[config.mk]
export PLATFORM = sky130hd
export DESIGN_NAME = sorted_priority_queue
export DESIGN_NICKNAME = d
export VERILOG_FILES = /design/src/rtl/spq_pkg.sv /design/src/rtl/sorted_priority_queue.sv /design/src/rtl/spq_cell.sv /design/src/rtl/spq_out_buf.sv
export SDC_FILE = /design/constraint.sdc
export NUM_CORES = 2
export LEC_CHECK = 0
export BUFFER_PORTS_ARGS = -buffer_cell sky130_fd_sc_hd__buf_2
export CELL_PAD_IN_SITES_DETAIL_PLACEMENT = 0
export CELL_PAD_IN_SITES_GLOBAL_PLACEMENT = 1
export CORE_MARGIN = 8
export CORE_UTILIZATION = 25
export CTS_BUF_LIST = sky130_fd_sc_hd__clkbuf_2 sky130_fd_sc_hd__clkbuf_4 sky130_fd_sc_hd__clkbuf_8
export DETAILED_ROUTE_END_ITERATION = 7
export GPL_ROUTABILITY_DRIVEN = 1
export PLACE_DENSITY = 0.41
export SLEW_MARGIN = 25
export SYNTH_ARGS = -nofsm -noshare
export SYNTH_HDL_FRONTEND = slang
export SYNTH_SLANG_ARGS = --single-unit
export TNS_END_PERCENT = 50
[constraint.sdc]
create_clock -name clk -period 19.43 [get_ports clk]
set_clock_uncertainty 0.2 [all_clocks]
set_input_delay 1.943 -clock clk [delete_from_list [all_inputs] [get_ports clk]]
set_output_delay 1.943 -clock clk [all_outputs]
set_load 0.05 [all_outputs]
[src/rtl/spq_pkg.sv]
// shared types, constants and codes for the sorted priority queue
package spq_pkg;

    localparam int URG_W        = 16;
    localparam int PAY_W        = 32;
    localparam int CNT_OUT_W    = 5;
    localparam int DEF_CAPACITY = 16;

    // request command codes
    typedef enum logic {
        CMD_INSERT = 1'b0,
        CMD_REMOVE = 1'b1
    } command_t;

    // status codes reported with every result
    typedef enum logic [1:0] {
        ST_DONE   = 2'd0,
        ST_FULL   = 2'd1,
        ST_EMPTY  = 2'd2
    } status_t;

    // per-cycle control broadcast to every cell
    typedef struct packed {
        logic do_insert;
        logic do_remove;
    } cell_ctrl_t;

    // one result as it travels through the output buffer
    typedef struct packed {
        logic signed [PAY_W-1:0]     head_payload;
        logic signed [URG_W-1:0]     head_urgency;
        logic                        queue_empty;
        logic                        queue_full;
        logic        [CNT_OUT_W-1:0] entry_count;
        status_t                     status;
    } result_t;

endpackage

[src/rtl/sorted_priority_queue.sv]
// top level of the sorted priority queue: cell chain, entry count and result buffer
//
// Bounded priority queue of CAPACITY entries kept sorted largest urgency first, as a
// row of cells that each hold one entry. An insert is broadcast to all cells: each
// cell compares its urgency with the new one and either keeps its entry, takes the
// new entry, or takes its left neighbor's; equal urgencies leave in arrival order.
// A remove shifts every cell from its right neighbor. One request (insert or
// remove) is accepted per clock at any CAPACITY while in_stall is low, a rate set
// by the single compare-and-shift step in each cell. Each request gives one
// result through an output register with a skid stage: the result is registered
// in the output register, or in the skid stage while a stalled result waits there,
// so one more request is taken while it waits. Insert into a full queue is dropped
// with status 1, remove on an empty queue changes nothing with status 2; head
// fields read zero when empty. entry_count is the count wrapped to 5 bits.
module sorted_priority_queue #(
    parameter int CAPACITY = spq_pkg::DEF_CAPACITY
) (
    input  logic                                    clk,
    input  logic                                    rst_n,
    input  logic                                    in_valid,
    output logic                                    in_stall,
    input  logic                                    command,
    input  logic signed [spq_pkg::URG_W-1:0]        urgency,
    input  logic signed [spq_pkg::PAY_W-1:0]        payload,
    output logic                                    out_valid,
    input  logic                                    out_stall,
    output logic signed [spq_pkg::PAY_W-1:0]        head_payload,
    output logic signed [spq_pkg::URG_W-1:0]        head_urgency,
    output logic                                    queue_empty,
    output logic                                    queue_full,
    output logic        [spq_pkg::CNT_OUT_W-1:0]    entry_count,
    output logic        [1:0]                       status
);

    localparam int CW = $clog2(CAPACITY + 1);

    logic [CW-1:0]       count_reg;
    logic [CW-1:0]       count_next;
    logic                accept;
    logic                is_empty;
    logic                is_full;
    spq_pkg::cell_ctrl_t ctrl;
    spq_pkg::status_t    step_status;
    spq_pkg::result_t    result;
    spq_pkg::result_t    out_data;

    logic [CAPACITY-1:0]                    occ;
    logic [CAPACITY-1:0]                    ahead;
    logic signed [spq_pkg::URG_W-1:0]       cell_urg      [CAPACITY];
    logic signed [spq_pkg::PAY_W-1:0]       cell_pay      [CAPACITY];
    logic signed [spq_pkg::URG_W-1:0]       cell_urg_next [CAPACITY];
    logic signed [spq_pkg::PAY_W-1:0]       cell_pay_next [CAPACITY];

    assign accept   = in_valid && !in_stall;
    assign is_empty = (count_reg == '0);
    assign is_full  = (count_reg == CW'(CAPACITY));

    // decode the request into cell control and status
    always_comb
    begin
        ctrl.do_insert = 1'b0;
        ctrl.do_remove = 1'b0;
        step_status    = spq_pkg::ST_DONE;
        count_next     = count_reg;
        unique case (spq_pkg::command_t'(command))
            spq_pkg::CMD_INSERT:
            begin
                if (is_full)
                begin
                    step_status = spq_pkg::ST_FULL;
                end
                else
                begin
                    ctrl.do_insert = accept;
                    count_next     = count_reg + 1'b1;
                end
            end
            spq_pkg::CMD_REMOVE:
            begin
                if (is_empty)
                begin
                    step_status = spq_pkg::ST_EMPTY;
                end
                else
                begin
                    ctrl.do_remove = accept;
                    count_next     = count_reg - 1'b1;
                end
            end
            default:
            begin
                step_status = spq_pkg::ST_DONE;
            end
        endcase
    end

    // entry count
    always_ff @(posedge clk or negedge rst_n)
    begin
        if (!rst_n)
        begin
            count_reg <= '0;
        end
        else if (accept)
        begin
            count_reg <= count_next;
        end
    end

    // chain of cells
    genvar i;
    generate
        for (i = 0; i < CAPACITY; i++)
        begin : g_cell
            logic                               l_ahead;
            logic signed [spq_pkg::URG_W-1:0]   l_urg;
            logic signed [spq_pkg::PAY_W-1:0]   l_pay;
            logic signed [spq_pkg::URG_W-1:0]   r_urg;
            logic signed [spq_pkg::PAY_W-1:0]   r_pay;

            assign occ[i] = (count_reg > CW'(i));

            if (i == 0)
            begin : g_first
                assign l_ahead = 1'b1;
                assign l_urg   = urgency;
                assign l_pay   = payload;
            end
            else
            begin : g_mid
                assign l_ahead = ahead[i-1];
                assign l_urg   = cell_urg[i-1];
                assign l_pay   = cell_pay[i-1];
            end

            if (i == CAPACITY - 1)
            begin : g_last
                assign r_urg = cell_urg[i];
                assign r_pay = cell_pay[i];
            end
            else
            begin : g_inner
                assign r_urg = cell_urg[i+1];
                assign r_pay = cell_pay[i+1];
            end

            spq_cell u_cell (
                .clk        (clk),
                .ctrl       (ctrl),
                .occ        (occ[i]),
                .new_urg    (urgency),
                .new_pay    (payload),
                .left_ahead (l_ahead),
                .left_urg   (l_urg),
                .left_pay   (l_pay),
                .right_urg  (r_urg),
                .right_pay  (r_pay),
                .ahead      (ahead[i]),
                .urg        (cell_urg[i]),
                .pay        (cell_pay[i]),
                .urg_next   (cell_urg_next[i]),
                .pay_next   (cell_pay_next[i])
            );
        end
    endgenerate

    // result after this request
    always_comb
    begin
        result.queue_empty = (count_next == '0);
        result.queue_full  = (count_next == CW'(CAPACITY));
        result.entry_count = spq_pkg::CNT_OUT_W'(count_next);
        result.status      = step_status;
        if (count_next == '0)
        begin
            result.head_payload = '0;
            result.head_urgency = '0;
        end
        else
        begin
            result.head_payload = cell_pay_next[0];
            result.head_urgency = cell_urg_next[0];
        end
    end

    spq_out_buf u_out_buf (
        .clk       (clk),
        .rst_n     (rst_n),
        .in_valid  (in_valid),
        .in_data   (result),
        .in_stall  (in_stall),
        .out_valid (out_valid),
        .out_data  (out_data),
        .out_stall (out_stall)
    );

    assign head_payload = out_data.head_payload;
    assign head_urgency = out_data.head_urgency;
    assign queue_empty  = out_data.queue_empty;
    assign queue_full   = out_data.queue_full;
    assign entry_count  = out_data.entry_count;
    assign status       = out_data.status;

endmodule

[src/rtl/spq_cell.sv]
// one slot of the sorted chain: holds an entry, compares, shifts with its neighbors
module spq_cell (
    input  logic                                clk,
    input  spq_pkg::cell_ctrl_t                 ctrl,
    input  logic                                occ,
    input  logic signed [spq_pkg::URG_W-1:0]    new_urg,
    input  logic signed [spq_pkg::PAY_W-1:0]    new_pay,
    input  logic                                left_ahead,
    input  logic signed [spq_pkg::URG_W-1:0]    left_urg,
    input  logic signed [spq_pkg::PAY_W-1:0]    left_pay,
    input  logic signed [spq_pkg::URG_W-1:0]    right_urg,
    input  logic signed [spq_pkg::PAY_W-1:0]    right_pay,
    output logic                                ahead,
    output logic signed [spq_pkg::URG_W-1:0]    urg,
    output logic signed [spq_pkg::PAY_W-1:0]    pay,
    output logic signed [spq_pkg::URG_W-1:0]    urg_next,
    output logic signed [spq_pkg::PAY_W-1:0]    pay_next
);

    logic signed [spq_pkg::URG_W-1:0] urg_reg;
    logic signed [spq_pkg::PAY_W-1:0] pay_reg;

    // stored entry stays ahead of the new one when its urgency is equal or greater
    assign ahead = occ && (urg_reg >= new_urg);

    // next entry: keep, take the new one, shift from the left or shift from the right
    always_comb
    begin
        urg_next = urg_reg;
        pay_next = pay_reg;
        if (ctrl.do_insert && !ahead)
        begin
            if (left_ahead)
            begin
                urg_next = new_urg;
                pay_next = new_pay;
            end
            else
            begin
                urg_next = left_urg;
                pay_next = left_pay;
            end
        end
        else if (ctrl.do_remove)
        begin
            urg_next = right_urg;
            pay_next = right_pay;
        end
    end

    // entry storage
    always_ff @(posedge clk)
    begin
        urg_reg <= urg_next;
        pay_reg <= pay_next;
    end

    assign urg = urg_reg;
    assign pay = pay_reg;

endmodule

[src/rtl/spq_out_buf.sv]
// output register with a skid stage so a request can be taken while a result waits
module spq_out_buf (
    input  logic             clk,
    input  logic             rst_n,
    input  logic             in_valid,
    input  spq_pkg::result_t in_data,
    output logic             in_stall,
    output logic             out_valid,
    output spq_pkg::result_t out_data,
    input  logic             out_stall
);

    logic             out_valid_reg;
    logic             out_valid_next;
    logic             skid_valid_reg;
    logic             skid_valid_next;
    spq_pkg::result_t out_data_reg;
    spq_pkg::result_t out_data_next;
    spq_pkg::result_t skid_data_reg;
    spq_pkg::result_t skid_data_next;
    logic             take;
    logic             drain;

    assign in_stall = skid_valid_reg;
    assign take     = in_valid && !skid_valid_reg;
    assign drain    = !out_valid_reg || !out_stall;

    // steer a new result into the output register or the skid stage
    always_comb
    begin
        out_valid_next  = out_valid_reg;
        out_data_next   = out_data_reg;
        skid_valid_next = skid_valid_reg;
        skid_data_next  = skid_data_reg;
        if (drain)
        begin
            if (skid_valid_reg)
            begin
                out_valid_next  = 1'b1;
                out_data_next   = skid_data_reg;
                skid_valid_next = 1'b0;
            end
            else
            begin
                out_valid_next = take;
                out_data_next  = in_data;
            end
        end
        else if (take)
        begin
            skid_valid_next = 1'b1;
            skid_data_next  = in_data;
        end
    end

    // control flags
    always_ff @(posedge clk or negedge rst_n)
    begin
        if (!rst_n)
        begin
            out_valid_reg  <= 1'b0;
            skid_valid_reg <= 1'b0;
        end
        else
        begin
            out_valid_reg  <= out_valid_next;
            skid_valid_reg <= skid_valid_next;
        end
    end

    // result data
    always_ff @(posedge clk)
    begin
        out_data_reg  <= out_data_next;
        skid_data_reg <= skid_data_next;
    end

    assign out_valid = out_valid_reg;
    assign out_data  = out_data_reg;

endmodule

==> reports/results.ini <==
[outcome]
status=finished, final reports clean

[worst_setup_path]
worst_path_largest_cell_delay_ns=0.70
worst_r2r_endpoint=g_cell[5].u_cell.urg[11]
worst_reg_to_reg_path_cell_count=10
timing.critical_path.slowest_stage_cell=buf_4
worst_ep_required_time_ns=19.78
rr_startpoint=count_reg[0]
critical-path-top-cell-by-count=buf_4
cp_data_arrival_time_ns=7.24
cp_max_fo=50
reg2reg_setup_slack_ns=13.36
setup.worst_path.end_class=flop
crit_type=input port to flop
critical_path.startpoint_type=input port
ordered_cell_list_for_the_critical_path=buf_2, inv_1, buf_4, ha_1, nand3_1, or4_1, a21oi_1, nor4_1, o31ai_4, buf_4, nand2_1, nand2_2, buf_4

[timing]
setup_viol=0
layout_worst_path_cycle_share=0.3549
final.setup.tns_ns=0
tightestPinTransition_ns=1.090
rel_slew_slack=0.2523
period_minus_slack_ns=6.895
timing.fmax_ghz=0.1450
final.setup.worst_slack_ns=12.53
timing_hold_violations_final=0
timing.final.max_slew_violations=0
grt_setup_unrepaired=no

[global_route]
grt_pass1_vias=37740
global_route.overflow_total=0
grt_max_degree=139
grt_usage=0.1730
first_pass_grt_wire_length_microns=279600
initial_antenna_violation_count=5

[layout]
final_core_util=0.2860
areaGrowthSynthToFinish_pct=14.07
final_common_cell=a21oi_1
final_standard_cell_area_without_fillers_sq_mm=0.05762
mostFrequentLayoutCells=920 x a21oi_1, 834 x edfxtp_1, 656 x mux2i_1, 275 x nor2_1, 261 x ha_1
final_net_count=4793
share_of_post_route_cells_with_drive_strength_above_1=0.1766
post_layout_nonfiller_instances=7300
largest_register_ffs=512

[placed_design]
post_dp_cell_area_sq_mm=0.05386
portBuffers=111
post-dp-hpwl_microns=124400
place_congestion=0.7825
placed_cells_incl_taps=6968
placement.setup.worst_slack_ns=11.61

[drt]
detail_route.wirelength_microns=193000
via_per_inst=4.995
final_antenna_net_count=0
drt_first_iter_violations=2652
drt_first_pass_iters=5
via_count=36470
drc=0
route.detailed.wl_per_inst_microns=26.44

[hold_path]
hold_path_end=u_out_buf.out_data[38]
worstHoldPathCells=2
hold_path_startpoint=u_out_buf.skid_data_reg[38]
hold_path_class=flop to flop

[synth]
ys_ff_latch=889
netlist_area_sq_mm=0.05051
yosys.cell_types.count=76
synthesis.yosys.warnings=0
synthFlopType=edfxtp_1
async_reset_ff_frac=0.007874
synth.avg_cell_area_sq_um=11.38
synth_sequential_area_ratio=0.5183
synth_cells=4440
synth-edff-count=834
postSynthNetCount=4754

[die]
floorplan.initialDensity=0.2507
core_region_area_sq_mm=0.2015
row_count=165
die_height_microns=465.5
floorplan.io_pins=112
fp.dieArea_sq_mm=0.2167
die_w_microns=465.5

[pwr]
powerDensity_mw_per_mm2=156.9
vdd.ir_drop.worst_mv=0.08407
static-leakage-power_nw=23.01

[cts]
cts-hold-fix-buffers=0
cts-htree-levels=4
clock-sinks=889
clk_latency_ns=0.95
post_cts_setup_repair_bufs=0
worst_case_clock_buffer_depth=3
numCtsBuffers=180
clock_tree_from_tritoncts=done
post_cts.resized_instances=0
cts.reportedPaths.clkPinSlew_ns=0.06
root_buffer=clkbuf_8

[flow_run]
max_cap_violations=0

-- synth_stat cells (25+ instances only) --
cell type,n,area share
inv_1,98,0.0073
edfxtp_1,834,0.50
ha_1,261,0.065
buf_2,128,0.013
o21ai_0,212,0.021
nand4_1,62,0.0077
nor2_1,276,0.021
a31oi_1,52,0.0064
a21oi_1,923,0.091
nand2_1,184,0.014
nand3_1,25,0.0025
dfxtp_1,48,0.019
mux2_2,196,0.044
clkbuf_1,171,0.013
mux2i_1,656,0.13
-- layout make-up --
| class | count | area, sq um |
|---|---|---|
| Timing Repair Buffer | 217 | 1384 |
| Clock inverter | 36 | 261.5 |
| Antenna cell | 2 | 5.005 |
| Tap cell | 2672 | 3343 |
| Clock buffer | 293 | 3445 |
| Fill cell | 21120 | 143900 |
| Inverter | 98 | 367.9 |
| Multi-Input combinational cell | 3093 | 22630 |
| Sequential cell | 889 | 26180 |
-- where the power goes --
group | leakage, nW | internal [mW] | switching [mW]
Combinational | 12.7 | 1.30 | 2.47
Sequential | 8.37 | 2.86 | 0.356
Clock | 1.98 | 1.12 | 0.936
Total | 23.0 | 5.28 | 3.76
-- worst max-delay path, delay by kind of cell --
family	cells	cell delay (ns)
buffers and inverters	5	2.28
and+or+nand+nor	5	1.65
AOI/OAI and AO/OA	2	0.86
adders and majority gates	1	0.33
-- how the worst max path moves through the flow --
stage | startpoint | to | slack (ns) | cells past startpoint
after floorplan | urgency[11] | g_cell[11].u_cell.pay[0] | 11.31 | 11
final | urgency[10] | g_cell[5].u_cell.urg[11] | 12.53 | 13
after detailed placement | urgency[10] | g_cell[5].u_cell.urg[11] | 11.61 | 13
after global routing | urgency[10] | g_cell[5].u_cell.urg[10] | 12.39 | 13
after CTS | urgency[10] | g_cell[5].u_cell.urg[10] | 12.65 | 13
after global placement | urgency[10] | g_cell[5].u_cell.urg[10] | 11.74 | 13
-- per-layer routing --
metal	vias to the layer above	part of all wire	GRT usage
li1	16910	-	-
met3	197	0.040	0.02715
met2	748	0.44	0.2649
met5	-	0	0
met1	18610	0.51	0.2567
met4	0	0.015	0.03610
-- stage by stage --
step,power [mW],hold WS [ns]
6_report,9.041,0.3150
5_1_grt,9.608,0.3450
4_1_cts,9.196,0.3168
3_5_place_dp,7.069,0.3141
3_3_place_gp,7.067,0.3029
2_1_floorplan,5.762,0.2984
-- cell families (layout without fill, tap and decap cells) --
kind of cell               after synthesis  in the layout  synth area share
AOI/OAI and AO/OA                     1324           1324            0.1410
xor gates and xnor gates                 4              4         0.0006937
adders and majority gates              261            261           0.06465
buffers and inverters                  458            644           0.04157
DFF                                    889            889            0.5183
muxes                                  862            862            0.1767
other                                    0              2                 0
and+or+nand+nor                        642            642           0.05712
No activity file was read; power rests on OpenSTA's default activity.
